==> src/psh_pkg.sv <==
// Shared types, codes and constants for the pair-state histogram.
`default_nettype none
package psh_pkg;

  // Default sizing handed to the top-level parameters
  localparam int DEF_NUM_POSITIONS = 65536;
  localparam int DEF_COUNT_WIDTH   = 16;

  // Field widths of the channels
  localparam int POS_W   = 16;
  localparam int BASE_W  = 8;
  localparam int OUT_W   = 16;
  localparam int TOTAL_W = 18;

  // Op queue between front and back (power of two)
  localparam int QUEUE_DEPTH = 4;

  // Request types
  localparam logic REQ_COUNT = 1'b0;
  localparam logic REQ_READ  = 1'b1;

  // Base characters
  localparam logic [BASE_W-1:0] BASE_C = 8'h43;
  localparam logic [BASE_W-1:0] BASE_T = 8'h54;

  // Pair codes, also the lane index of the counter in a store entry
  localparam logic [1:0] PAIR_CC = 2'd0;
  localparam logic [1:0] PAIR_CT = 2'd1;
  localparam logic [1:0] PAIR_TC = 2'd2;
  localparam logic [1:0] PAIR_TT = 2'd3;
  localparam int         NUM_LANES = 4;

  // One classified operation for the back end
  typedef struct packed {
    logic             is_read;
    logic             in_range;
    logic [1:0]       pair;
    logic [POS_W-1:0] pos;
  } op_t;

  // Pair classification: bit 2 set when the pair is countable
  function automatic logic [2:0] classify_pair(input logic [BASE_W-1:0] a,
                                               input logic [BASE_W-1:0] b);
    logic       ok;
    logic [1:0] code;
    ok   = 1'b1;
    code = PAIR_CC;
    if (a == BASE_C) begin
      code = PAIR_CC;
    end else if (a == BASE_T) begin
      code = PAIR_TC;
    end else begin
      ok = 1'b0;
    end
    if (b == BASE_T) begin
      code = code | PAIR_CT;
    end else if (b != BASE_C) begin
      ok = 1'b0;
    end
    return {ok, code};
  endfunction

endpackage
`default_nettype wire

==> src/psh_front.sv <==
// Front end: accepts requests, classifies base pairs, drops no-op counts.
`default_nettype none
module psh_front #(
  parameter int NUM_POSITIONS = psh_pkg::DEF_NUM_POSITIONS
) (
  input  wire logic                       in_valid,
  output logic                            in_ready,
  input  wire logic                       in_req_type,
  input  wire logic [psh_pkg::POS_W-1:0]  in_position,
  input  wire logic [psh_pkg::BASE_W-1:0] in_first_base,
  input  wire logic [psh_pkg::BASE_W-1:0] in_second_base,
  input  wire logic                       clear_busy,
  input  wire logic                       q_ready,
  output logic                            q_push,
  output psh_pkg::op_t                    q_op
);
  import psh_pkg::*;

  logic [2:0] cls;
  logic       in_range;
  logic       xfer;
  logic       keep;

  // No transfer while the store is being cleared or the queue is full
  assign in_ready = q_ready && !clear_busy;
  assign xfer     = in_valid && in_ready;

  assign cls      = classify_pair(in_first_base, in_second_base);
  assign in_range = (32'(in_position) < 32'(NUM_POSITIONS));

  // Reads always go on; counts only when they change the store
  assign keep   = (in_req_type == REQ_READ) || (in_range && cls[2]);
  assign q_push = xfer && keep;

  always_comb begin
    q_op.is_read  = (in_req_type == REQ_READ);
    q_op.in_range = in_range;
    q_op.pair     = cls[1:0];
    q_op.pos      = in_position;
  end

endmodule
`default_nettype wire

==> config.mk <==
export PLATFORM = sky130hd
export DESIGN_NAME = psh_front
export DESIGN_NICKNAME = d
export VERILOG_FILES = /design/src/psh_pkg.sv /design/src/psh_front.sv
export SDC_FILE = /design/constraint.sdc
export NUM_CORES = 1
export LEC_CHECK = 0
export ABC_AREA = 1
export BUFFER_PORTS_ARGS = -buffer_cell sky130_fd_sc_hd__buf_2
export CAP_MARGIN = 20
export CORE_MARGIN = 10
export CORE_UTILIZATION = 25
export DETAILED_ROUTE_END_ITERATION = 10
export GPL_TIMING_DRIVEN = 0
export PLACE_DENSITY = 0.76
export REMOVE_ABC_BUFFERS = 1
export SLEW_MARGIN = 20
export SYNTH_ARGS = -nofsm -noshare
export SYNTH_HDL_FRONTEND = slang
export SYNTH_SLANG_ARGS = --single-unit
==> constraint.sdc <==
create_clock -name vclk -period 1.3
set_input_delay 0.13 -clock vclk [all_inputs]
set_output_delay 0.13 -clock vclk [all_outputs]
set_load 0.005 [all_outputs]
**Word-level counts from Yosys, hierarchy flattened**

Cells that the tools add are included.

- Bits in registers: 0
- Bits of input ports: 36
- Output and inout port bits: 22
- Word-level logic and storage cells: 16

- Equality and inequality tests: 4
- Multiplexer cells: 7
- Reduce and logical (&&, ||, !) cells: 5

Operators by type and width:

| operator | count |
|---|---|
| $eq 8x7->1 const B | 3 |
| $ne 8x7->1 const B | 1 |
| $mux 1 | 5 |
| $mux 2 | 2 |
| $logic_and 1x1->1 | 3 |
| $logic_not 1->1 | 1 |
| $logic_or 1x1->1 | 1 |

**Logic depth before layout (Yosys ltp)**

- Word-level depth: 7
- Mapped depth: 7
- Gate-level depth less buffers: 7

**Worst setup path after synthesis**

No wires, ideal clock.

- Path type: input -> output
- Start: in in_second_base[5] (netlist name)
- End: out q_push
- Arrival: 0.601 ns
- Required time: 1.170 ns
- Setup slack: 0.569 ns
- Stages on the path: 7
- Buffers on the path: 0
- Path through: inv_1 -> nand2_1 -> nor2_2 -> nand2_1 -> nand2_1 -> nand2_1 -> a21oi_2

- Cells in the longest elaborated chain, start to end: 5
- Elaborated cells on any way between the ends: 6
- Those cells by class: 2 x eq/ne; 2 x mux; 2 x reduce/logical

RTL lines:

| what | RTL line | text |
|---|---|---|
| start, declared | psh_front.sv:11 | `input wire logic [psh_pkg::BASE_W-1:0] in_second_base,` |
| $ne 8x7->1 | psh_pkg.sv:57 | `end else if (b != BASE_C) begin` |
| $mux 1 | psh_pkg.sv:57 |  |
| $mux 1 (*) | psh_pkg.sv:55 | `if (b == BASE_T) begin` |
| $logic_or 1x1->1 (*) | psh_front.sv:32 | `assign keep = (in_req_type == REQ_READ) \|\| (in_range && cls[2]);` |
| $logic_and 1x1->1 (*) | psh_front.sv:33 | `assign q_push = xfer && keep;` |
| end, declared | psh_front.sv:14 | `output logic q_push,` |

Every way passes the cells marked *; elsewhere a longest branch is shown, timed or not.

**Final worst setup path**

Ends and elaborated chain as after synthesis.

==> results.sh <==
export IMPL_yosys_warnings=0
export IMPL_period_share=0.745
export IMPL_ctsResizeCount=0
export IMPL_avgSynthCellArea_sq_um=4.91
export IMPL_initial_utilization=0.259
export IMPL_p_comb_frac=1.000
export IMPL_p_int_w=0.0000341
export IMPL_grt_max_degree=3
export IMPL_endpoint_kind="primary output"
export IMPL_vias=349
export IMPL_p_switching_w=0.0000297
export IMPL_flops_and_latches=0
export IMPL_gp_congestion=0.748
export IMPL_grt_pass1_vias=365
export IMPL_critPathLaunchType="primary input"
export IMPL_grtUsageMet3=0.0719
export IMPL_io_pins=58
export IMPL_hold_buffers=0
export IMPL_totalNegativeSetupSlack_ns=0
export IMPL_setup_viol=0
export IMPL_post_cts_buffers=0
export IMPL_via_per_inst=3.92
export IMPL_met1_usage=0.0534
export IMPL_maxCapViolations=0
export IMPL_synth_area_sq_um=329
export IMPL_path_cells="buf_2 -> inv_1 -> nand2_1 -> nor2_2 -> nand2_1 -> nand2_1 -> nand2_1 -> a21oi_2 -> buf_2"
export IMPL_n_clock_buffer=0
export IMPL_drc=0
export IMPL_power_switching_share=0.466
export IMPL_syn_inst=67
export IMPL_grtUsageTotal=0.0575
export IMPL_p_leak_nw=0.271
export IMPL_fmax_mhz=1030
export IMPL_diodes=0
export IMPL_die_w_um=56.3
export IMPL_regArea_sq_um=0
export IMPL_grt_overflow=0
export IMPL_syn2layout_area_growth_pct=2.66
export IMPL_final_cell_mix="25 x buf_2, 20 x nand2_1, 18 x inv_1"
export IMPL_drt_pass1_iterations=2
export IMPL_layout_commonest_cell="buf_2"
export IMPL_antenna_found_initial=0
export IMPL_final_hold_viol_count=0
export IMPL_die_h_um=56.3
export IMPL_grt_busiest_layer="met2"
export IMPL_p_clk_frac=0
export IMPL_critPathArrivalTime_ns=0.84
export IMPL_rsz0062_at_grt="no"
export IMPL_grt_pass1_wl_um=1590
export IMPL_post_dp_hpwl_um=952
export IMPL_finalMaxSlewViolations=0
export IMPL_grt_util_met2=0.0840
export IMPL_port_buffer_count=25
export IMPL_hold_path_end="q_op[0]"
export IMPL_path_class="in2out"
export IMPL_layout_drive_gt1_share=0.378
export IMPL_synthDistinctLibCells=8
export IMPL_coreArea_sq_um=1270
export IMPL_required_ns=1.17
export IMPL_seq_power_share=0
export IMPL_routedWlPerCell_um=11.9
export IMPL_final_nets=112
export IMPL_die_area_sq_um=3170
export IMPL_routed_wl_um=1060
export IMPL_row_count=13
export IMPL_irDropWorstVdd_uv=37.1
export IMPL_powerDensity_nw_per_um2=189
export IMPL_fin_crit_ns=0.969
export IMPL_drt_initial_drc_count=2
export IMPL_cp_slowest_stage_delay_ns=0.12
export IMPL_slowest_stage="nor2_2"
export IMPL_p_total_w=0.0000638
export IMPL_cpMostUsedCell="nand2_1"
export IMPL_ys_seq_area_frac=0
export IMPL_hp_start="in_position[0]"
export IMPL_ant_nets=0
export IMPL_hold_class="in2out"
export IMPL_crit_fanout=2
export IMPL_status="completed"
export IMPL_min_path_cells=0
-- layout make-up --
type                            count  area [sq um]
Fill cell                         155           931
Multi-Input combinational cell     31           126
Timing Repair Buffer               25           125
Tap cell                           15          18.8
Inverter                           18          67.6
-- power by group through the flow --
stage | logic [W] | registers (W) | clock network, W
detailed placement | 0.0000647 | 0 | 0
floorplan | 0.0000257 | 0 | 0
finish | 0.0000638 | 0 | 0
global placement | 0.0000621 | 0 | 0
CTS | 0.0000649 | 0 | 0
global route | 0.0000749 | 0 | 0
-- Yosys cell counts --
library cell	count	share of area
nor2_1	7	0.080
conb_1	1	0.011
buf_4	18	0.41
nand2_2	1	0.019
a21oi_2	1	0.027
nand2_1	20	0.23
nor2_2	1	0.019
inv_1	18	0.21
-- worst max-delay path by stage --
| stage | from | end | slack [ns] | cells after the start |
|---|---|---|---|---|
| final | in_second_base[5] | q_push | 0.33 | 9 |
| after global routing | in_second_base[5] | q_push | 0.21 | 9 |
| after CTS | in_second_base[5] | q_push | 0.31 | 9 |
| after detailed placement | in_second_base[5] | q_push | 0.31 | 9 |
| after global placement | in_second_base[5] | q_push | 0.32 | 9 |
| after floorplan | in_second_base[5] | q_push | 0.57 | 7 |
-- layer usage --
| metal | share of wire | routed length, um |
|---|---|---|
| met1 | 0.32 | 334 |
| met2 | 0.44 | 462 |
| met3 | 0.25 | 259 |
| met4 | 0 | 0 |
| met5 | 0 | 0 |
-- worst max-delay path: cells and delay by family --
kind	cells	cell delay, ns
buf+inv	3	0.25
compound gates	1	0.10
simple gates	5	0.36
-- metrics by stage --
stage | utilization | instances | setup WS, ns | hold WS, ns | cell area, sq um
2_1_floorplan | - | 49 | 0.569 | 0.260 | 194
3_3_place_gp | 0.266 | 89 | 0.321 | 0.260 | 338
3_5_place_dp | 0.266 | 89 | 0.314 | 0.260 | 338
4_1_cts | 0.266 | 89 | 0.311 | 0.260 | 338
5_1_grt | 0.266 | 89 | 0.214 | 0.260 | 338
6_report | 0.266 | 89 | 0.331 | 0.260 | 338
-- cell families (layout without fill, tap and decap cells) --
group | Yosys count | count (layout) | synth area share
buffers and inverters | 36 | 43 | 0.616
and+or+nand+nor | 29 | 29 | 0.346
AOI/OAI and AO/OA | 1 | 1 | 0.0266
other | 1 | 1 | 0.0114
Power figures use the tool's default switching activity.
