$ cat config.mk
export PLATFORM = sky130hd
export DESIGN_NAME = psh_queue
export DESIGN_NICKNAME = d
export VERILOG_FILES = /design/src/psh_pkg.sv /design/src/psh_queue.sv
export SDC_FILE = /design/constraint.sdc
export NUM_CORES = 1
export LEC_CHECK = 0
export BUFFER_PORTS_ARGS = -buffer_cell sky130_fd_sc_hd__buf_2
export CAP_MARGIN = 20
export CORE_AREA = 2 2 82 84
export DETAILED_ROUTE_END_ITERATION = 7
export DIE_AREA = 0 0 84 86
export PLACE_DENSITY = 0.84
export SETUP_SLACK_MARGIN = 0.1
export SLEW_MARGIN = 15
export SYNTH_ARGS = -nofsm -noshare
export SYNTH_HDL_FRONTEND = slang
export SYNTH_SLANG_ARGS = --single-unit
$ cat constraint.sdc
create_clock -name clk -period 3.99 [get_ports clk]
set_input_delay 0.399 -clock clk [delete_from_list [all_inputs] [get_ports clk]]
set_output_delay 0.399 -clock clk [all_outputs]
set_load 0.05 [all_outputs]
$ cat src/psh_pkg.sv
// Shared types, codes and constants for the pair-state histogram.
`default_nettype none
package psh_pkg;

  // Default sizing handed to the top-level parameters
  localparam int DEF_NUM_POSITIONS = 65536;
  localparam int DEF_COUNT_WIDTH   = 16;

  // Field widths of the channels
  localparam int POS_W   = 16;
  localparam int BASE_W  = 8;
  localparam int OUT_W   = 16;
  localparam int TOTAL_W = 18;

  // Op queue between front and back (power of two)
  localparam int QUEUE_DEPTH = 4;

  // Request types
  localparam logic REQ_COUNT = 1'b0;
  localparam logic REQ_READ  = 1'b1;

  // Base characters
  localparam logic [BASE_W-1:0] BASE_C = 8'h43;
  localparam logic [BASE_W-1:0] BASE_T = 8'h54;

  // Pair codes, also the lane index of the counter in a store entry
  localparam logic [1:0] PAIR_CC = 2'd0;
  localparam logic [1:0] PAIR_CT = 2'd1;
  localparam logic [1:0] PAIR_TC = 2'd2;
  localparam logic [1:0] PAIR_TT = 2'd3;
  localparam int         NUM_LANES = 4;

  // One classified operation for the back end
  typedef struct packed {
    logic             is_read;
    logic             in_range;
    logic [1:0]       pair;
    logic [POS_W-1:0] pos;
  } op_t;

  // Pair classification: bit 2 set when the pair is countable
  function automatic logic [2:0] classify_pair(input logic [BASE_W-1:0] a,
                                               input logic [BASE_W-1:0] b);
    logic       ok;
    logic [1:0] code;
    ok   = 1'b1;
    code = PAIR_CC;
    if (a == BASE_C) begin
      code = PAIR_CC;
    end else if (a == BASE_T) begin
      code = PAIR_TC;
    end else begin
      ok = 1'b0;
    end
    if (b == BASE_T) begin
      code = code | PAIR_CT;
    end else if (b != BASE_C) begin
      ok = 1'b0;
    end
    return {ok, code};
  endfunction

endpackage
`default_nettype wire

$ cat src/psh_queue.sv
// Short FIFO of classified operations between the front and the back end.
`default_nettype none
module psh_queue (
  input  wire logic       clk,
  input  wire logic       rst_n,
  input  wire logic       push,
  input  wire psh_pkg::op_t push_op,
  output logic            push_ready,
  input  wire logic       pop,
  output logic            pop_valid,
  output psh_pkg::op_t    pop_op
);
  import psh_pkg::*;

  localparam int QAW = $clog2(QUEUE_DEPTH);

  op_t            slot_r [QUEUE_DEPTH];
  logic [QAW-1:0] wr_ptr_r, wr_ptr_nxt;
  logic [QAW-1:0] rd_ptr_r, rd_ptr_nxt;
  logic [QAW:0]   cnt_r, cnt_nxt;
  logic           do_push, do_pop;

  assign push_ready = (cnt_r != (QAW+1)'(QUEUE_DEPTH));
  assign pop_valid  = (cnt_r != '0);
  assign pop_op     = slot_r[rd_ptr_r];

  assign do_push = push && push_ready;
  assign do_pop  = pop && pop_valid;

  // Pointer and fill count update
  always_comb begin
    wr_ptr_nxt = do_push ? wr_ptr_r + 1'b1 : wr_ptr_r;
    rd_ptr_nxt = do_pop  ? rd_ptr_r + 1'b1 : rd_ptr_r;
    cnt_nxt    = cnt_r;
    if (do_push && !do_pop) begin
      cnt_nxt = cnt_r + 1'b1;
    end else if (do_pop && !do_push) begin
      cnt_nxt = cnt_r - 1'b1;
    end
  end

  always_ff @(posedge clk) begin
    if (!rst_n) begin
      wr_ptr_r <= '0;
      rd_ptr_r <= '0;
      cnt_r    <= '0;
    end else begin
      wr_ptr_r <= wr_ptr_nxt;
      rd_ptr_r <= rd_ptr_nxt;
      cnt_r    <= cnt_nxt;
    end
  end

  // Slot storage, no reset
  always_ff @(posedge clk) begin
    if (do_push) begin
      slot_r[wr_ptr_r] <= push_op;
    end
  end

endmodule
`default_nettype wire

Word-level counts from Yosys, hierarchy flattened

Memories as Yosys holds them, arrays and structs flattened. A register that Yosys moved wholly into a read port is not among the register bits.
Cells that the tools add are included.
W data, S select, Z words.

Register bits after elaboration: 7
Memory bits (writable): 80
Bits of input ports: 24
Output and inout bits: 22
Word-level logic and storage cells: 23
Memories: 1

Memories:

| memory | depth | width | rd ports | clocked after memory_dff | write ports | line            | source |
|---|---|---|---|---|---|---|---|
| slot_r | 4     | 20    | 1        | 1                        | 1           | psh_queue.sv:17 | `op_t slot_r [QUEUE_DEPTH];` |

Add/subtract/negate cells: 4
Equal/unequal tests: 1
Mux-type cells: 6
Reduce and logical (&&, ||, !) cells: 8

Operators by type and width:

| operator              | number |
|---|---|
| $mux W3               | 2 |
| $add A2 B1 Y2 const B | 2 |
| $logic_and A1 B1 Y1   | 4 |
| $mux W2               | 2 |
| $add A3 B1 Y3 const B | 1 |
| $ne A3 B3 Y1 const B  | 1 |
| $reduce_bool A3 Y1    | 1 |
| $sub A3 B1 Y3 const B | 1 |
| $logic_not A1 Y1      | 2 |
| $mux W1               | 2 |
| $reduce_bool A2 Y1    | 1 |

Logic depth before layout (Yosys ltp)

Depth in word-level cells: 6
Depth in mapped cells: 8
Mapped depth without buffers: 8

Worst setup path after synthesis

No wires, ideal clock.

Path kind: reg2reg
From: register cnt_r[0]
To: register cnt_r[2]
Library setup time: 0.076 ns
Arrival: 1.980 ns
Slack: 1.935 ns
Stages on the path, launching flop included: 9
Buffers on the path: 0
Cell sequence: dfxtp_1 -> nor2_2 -> a21boi_4 -> ha_1 -> inv_1 -> fa_1 -> xor2_1 -> or3_1 -> a21boi_0

Cells in the longest elaborated chain, start to end: 5
Elaborated cells on any way between the ends: 13
Those cells by class: add/sub (2); eq/ne (1); mux (2); reduce/logical (8)

Ends and longest elaborated chain:

| what                         | line            | source |
|---|---|---|
| from (decl)                  | psh_queue.sv:20 | `logic [QAW:0] cnt_r, cnt_nxt;` |
| from (signal assigned)       | psh_queue.sv:50 | `cnt_r <= cnt_nxt;` |
| $ne A3 B3 Y1 *               | psh_queue.sv:23 | `assign push_ready = (cnt_r != (QAW+1)'(QUEUE_DEPTH));` |
| $logic_and A1 B1 Y1 *        | psh_queue.sv:27 | `assign do_push = push && push_ready;` |
| named net do_push            | psh_queue.sv:21 | `logic do_push, do_pop;` |
| $logic_not A1 Y1             | psh_queue.sv:37 | `end else if (do_pop && !do_push) begin` |
| $logic_and A1 B1 Y1          | psh_queue.sv:37 |  |
| $reduce_bool A2 Y1 (no line) | n/a             |  |

Mark *: on every way through the listed nets, which the timed path passes. The rest lies on a longest branch. The select of a mux whose other input is x is not followed.
A chain may end at the register's enable or synchronous reset.

==> impl_metrics.tcl <==
set metrics [dict create \
    synth_top_area_cell "edfxtp_1" \
    num_io_pins 46 \
    cts_setup_buffers 0 \
    final_antenna_net_count 0 \
    clk_pin_slew_ps 80 \
    grt_antenna_before_repair 0 \
    synth-simple-area-share_pct 2.80 \
    holdCritPathClass "in -> reg" \
    syn_area_mm2 0.00340 \
    gr-usage-met1_pct 20.6 \
    coreArea_mm2 0.00628 \
    drive_gt1_share_pct 40.0 \
    gr-usage-met2_pct 28.2 \
    synth_nets 182 \
    layout_setup_ws_ps 1330 \
    clock_latency_ps 350 \
    grt_max_degree 21 \
    gp_congestion 0.695 \
    fin_nets 235 \
    finalInstanceArea_mm2 0.00394 \
    routedWlPerCell_um 19.6 \
    synth_mux_area_share_pct 14.4 \
    final_cell_mix "80 x edfxtp_1, 45 x buf_2, 18 x mux4_2" \
    post-place-ws_ps 1650 \
    status "finished clean" \
    synth_area_per_cell_um2 22.4 \
    netlist.area_leader.share_pct 70.7 \
    cp_max_fo 11 \
    finalSetupTns_ps 0 \
    peakVddDrop_uv 380 \
    drt_wl_total_um 5640 \
    fin_crit_sh_pct 66.7 \
    clock-sinks 89 \
    stdcell_count 287 \
    crit_arrival_ps 2260 \
    die_h_um 86 \
    cellLeakagePower_uw 0.00136 \
    initial_core_util_pct 54.2 \
    max_cap_viol_count 0 \
    diodes 0 \
    die_area_mm2 0.00722 \
    drcViolationCount 0 \
    syn2layout_area_growth_pct 15.9 \
    synth_compound_area_share_pct 2.02 \
    layout_commonest_cell "edfxtp_1" \
    dp.cells 270 \
    gr-usage-all-layers_pct 17.0 \
    use_met3_pct 4.33 \
    first_iter_violations 89 \
    critical_path_class "reg -> out" \
    grt_pass1_vias 1663 \
    period_minus_slack_ps 2660 \
    relSlewSlack_pct 27.9 \
    ctsHtreeMaxLevel 3 \
    yosysSeqAreaShare_pct 76.0 \
    final_core_util_pct 62.7 \
    synth_top_family_by_area "multiplexers" \
    synthTopCellsByArea "edfxtp_1 71%, mux4_2 12%, dfxtp_1 5.3%" \
    end_kind "primary output" \
    cts_tree "built" \
    setup_viol 0 \
    grt-busiest-layer "met2" \
    cts.path.max_buffers 2 \
    synth_xor_area_share_pct 1.03 \
    max_freq_mhz 376 \
    die_w_um 84 \
    drtPass1Iterations 4 \
    holdBufCountCts 0 \
    dr_total_vias 1560 \
    cts_resized 0 \
    syn_inst 152 \
    tightest_slew_ps 1080 \
    rows 29 \
    worst_ep_required_time_ps 3590 \
    placed_cell_area_mm2 0.00369 \
    synth_cell_types 24 \
    p_per_area_mw_per_mm2 720 \
    root_buffer "clkbuf_8" \
    dp_hpwl_um 3500 \
    fin_skew_ps 6.75 \
    rsz0062_at_grt "false" \
    synth_warnings 0 \
    slew_violations 0 \
    grt_overflow 0 \
    hold_viol 0 \
    synth-seq-cells 89 \
    viasPerCell 5.44 \
    synth_fa_ha_area_share_pct 2.43 \
    start_kind "flip-flop" \
    io_buffers 45 \
    numCtsBuffers 9 \
    grt_pass1_wl_um 8710 \
]
==> Yosys cell counts (all sizes together) <==
| library cell | number |
|---|---|
| xnor2 | 3 |
| buf | 4 |
| nand2 | 5 |
| o311ai | 1 |
| dfxtp | 9 |
| o31ai | 1 |
| edfxtp | 80 |
| xor2 | 1 |
| mux4 | 20 |
| and2 | 8 |
| nor2 | 1 |
| fa | 1 |
| o21ai | 1 |
| nor2b | 1 |
| inv | 3 |
| a21boi | 2 |
| or3 | 2 |
| ha | 5 |
| mux2i | 3 |
| clkbuf | 1 |
==> final timing paths <==
path               startpoint       endpoint  slack (ps)  cells after the start
setup / recovery    flip-flop     pop_op[11]        1330                      3
hold / removal    push_op[19]  slot_r[0][19]         260                      1
setup reg to reg     cnt_r[0]       cnt_r[2]        1770                      8
hold reg to reg   wr_ptr_r[0]    wr_ptr_r[0]         510                      2
==> where the power goes <==
group	switching [uW]	total, uW	internal (uW)
combinational	589	893	304
clock	294	711	417
sequential	95.7	1230	1140
total	979	2840	1860
==> critical path, stage by stage, from the launching register on <==
cell,delay (ps)
dfxtp_1,710
buf_4,360
mux4_1,590
buf_2,230
==> through the flow <==
step / hold slack (ps) / power [uW]
global placement: 485 / 2130
global route: 253 / 2950
floorplan: 468 / 1970
CTS: 243 / 2870
detailed placement: 503 / 2160
finish: 255 / 2840
==> per-layer routing <==
layer | vias to the layer above | wire length (um)
li1 | 717 | -
met1 | 788 | 2340
met2 | 40 | 2910
met3 | 15 | 227
met4 | 0 | 161
met5 | - | 0
==> cell families after synthesis <==
kind of cell	after synthesis
flops	89
mux	23
simple gates	17
buf+inv	8
fa+ha+maj	6
compound gates	5
xor+xnor	4
==> cell type report <==
| cell class | instances | area (um^2) |
|---|---|---|
| Multi-Input combinational cell | 55 | 769 |
| Inverter | 3 | 11.3 |
| Timing Repair Buffer | 47 | 244 |
| Clock inverter | 5 | 104 |
| Sequential cell | 89 | 2580 |
| Tap cell | 77 | 96.3 |
| Clock buffer | 11 | 131 |
| Fill cell | 438 | 2340 |
==> sequential cells by signal (all words and copies together) (netlist names), named ones only <==
signal,cells
cnt_r,3
wr_ptr_r,2
slot_r,80
rd_ptr_r,2
(Power assumes the default switching activity.)
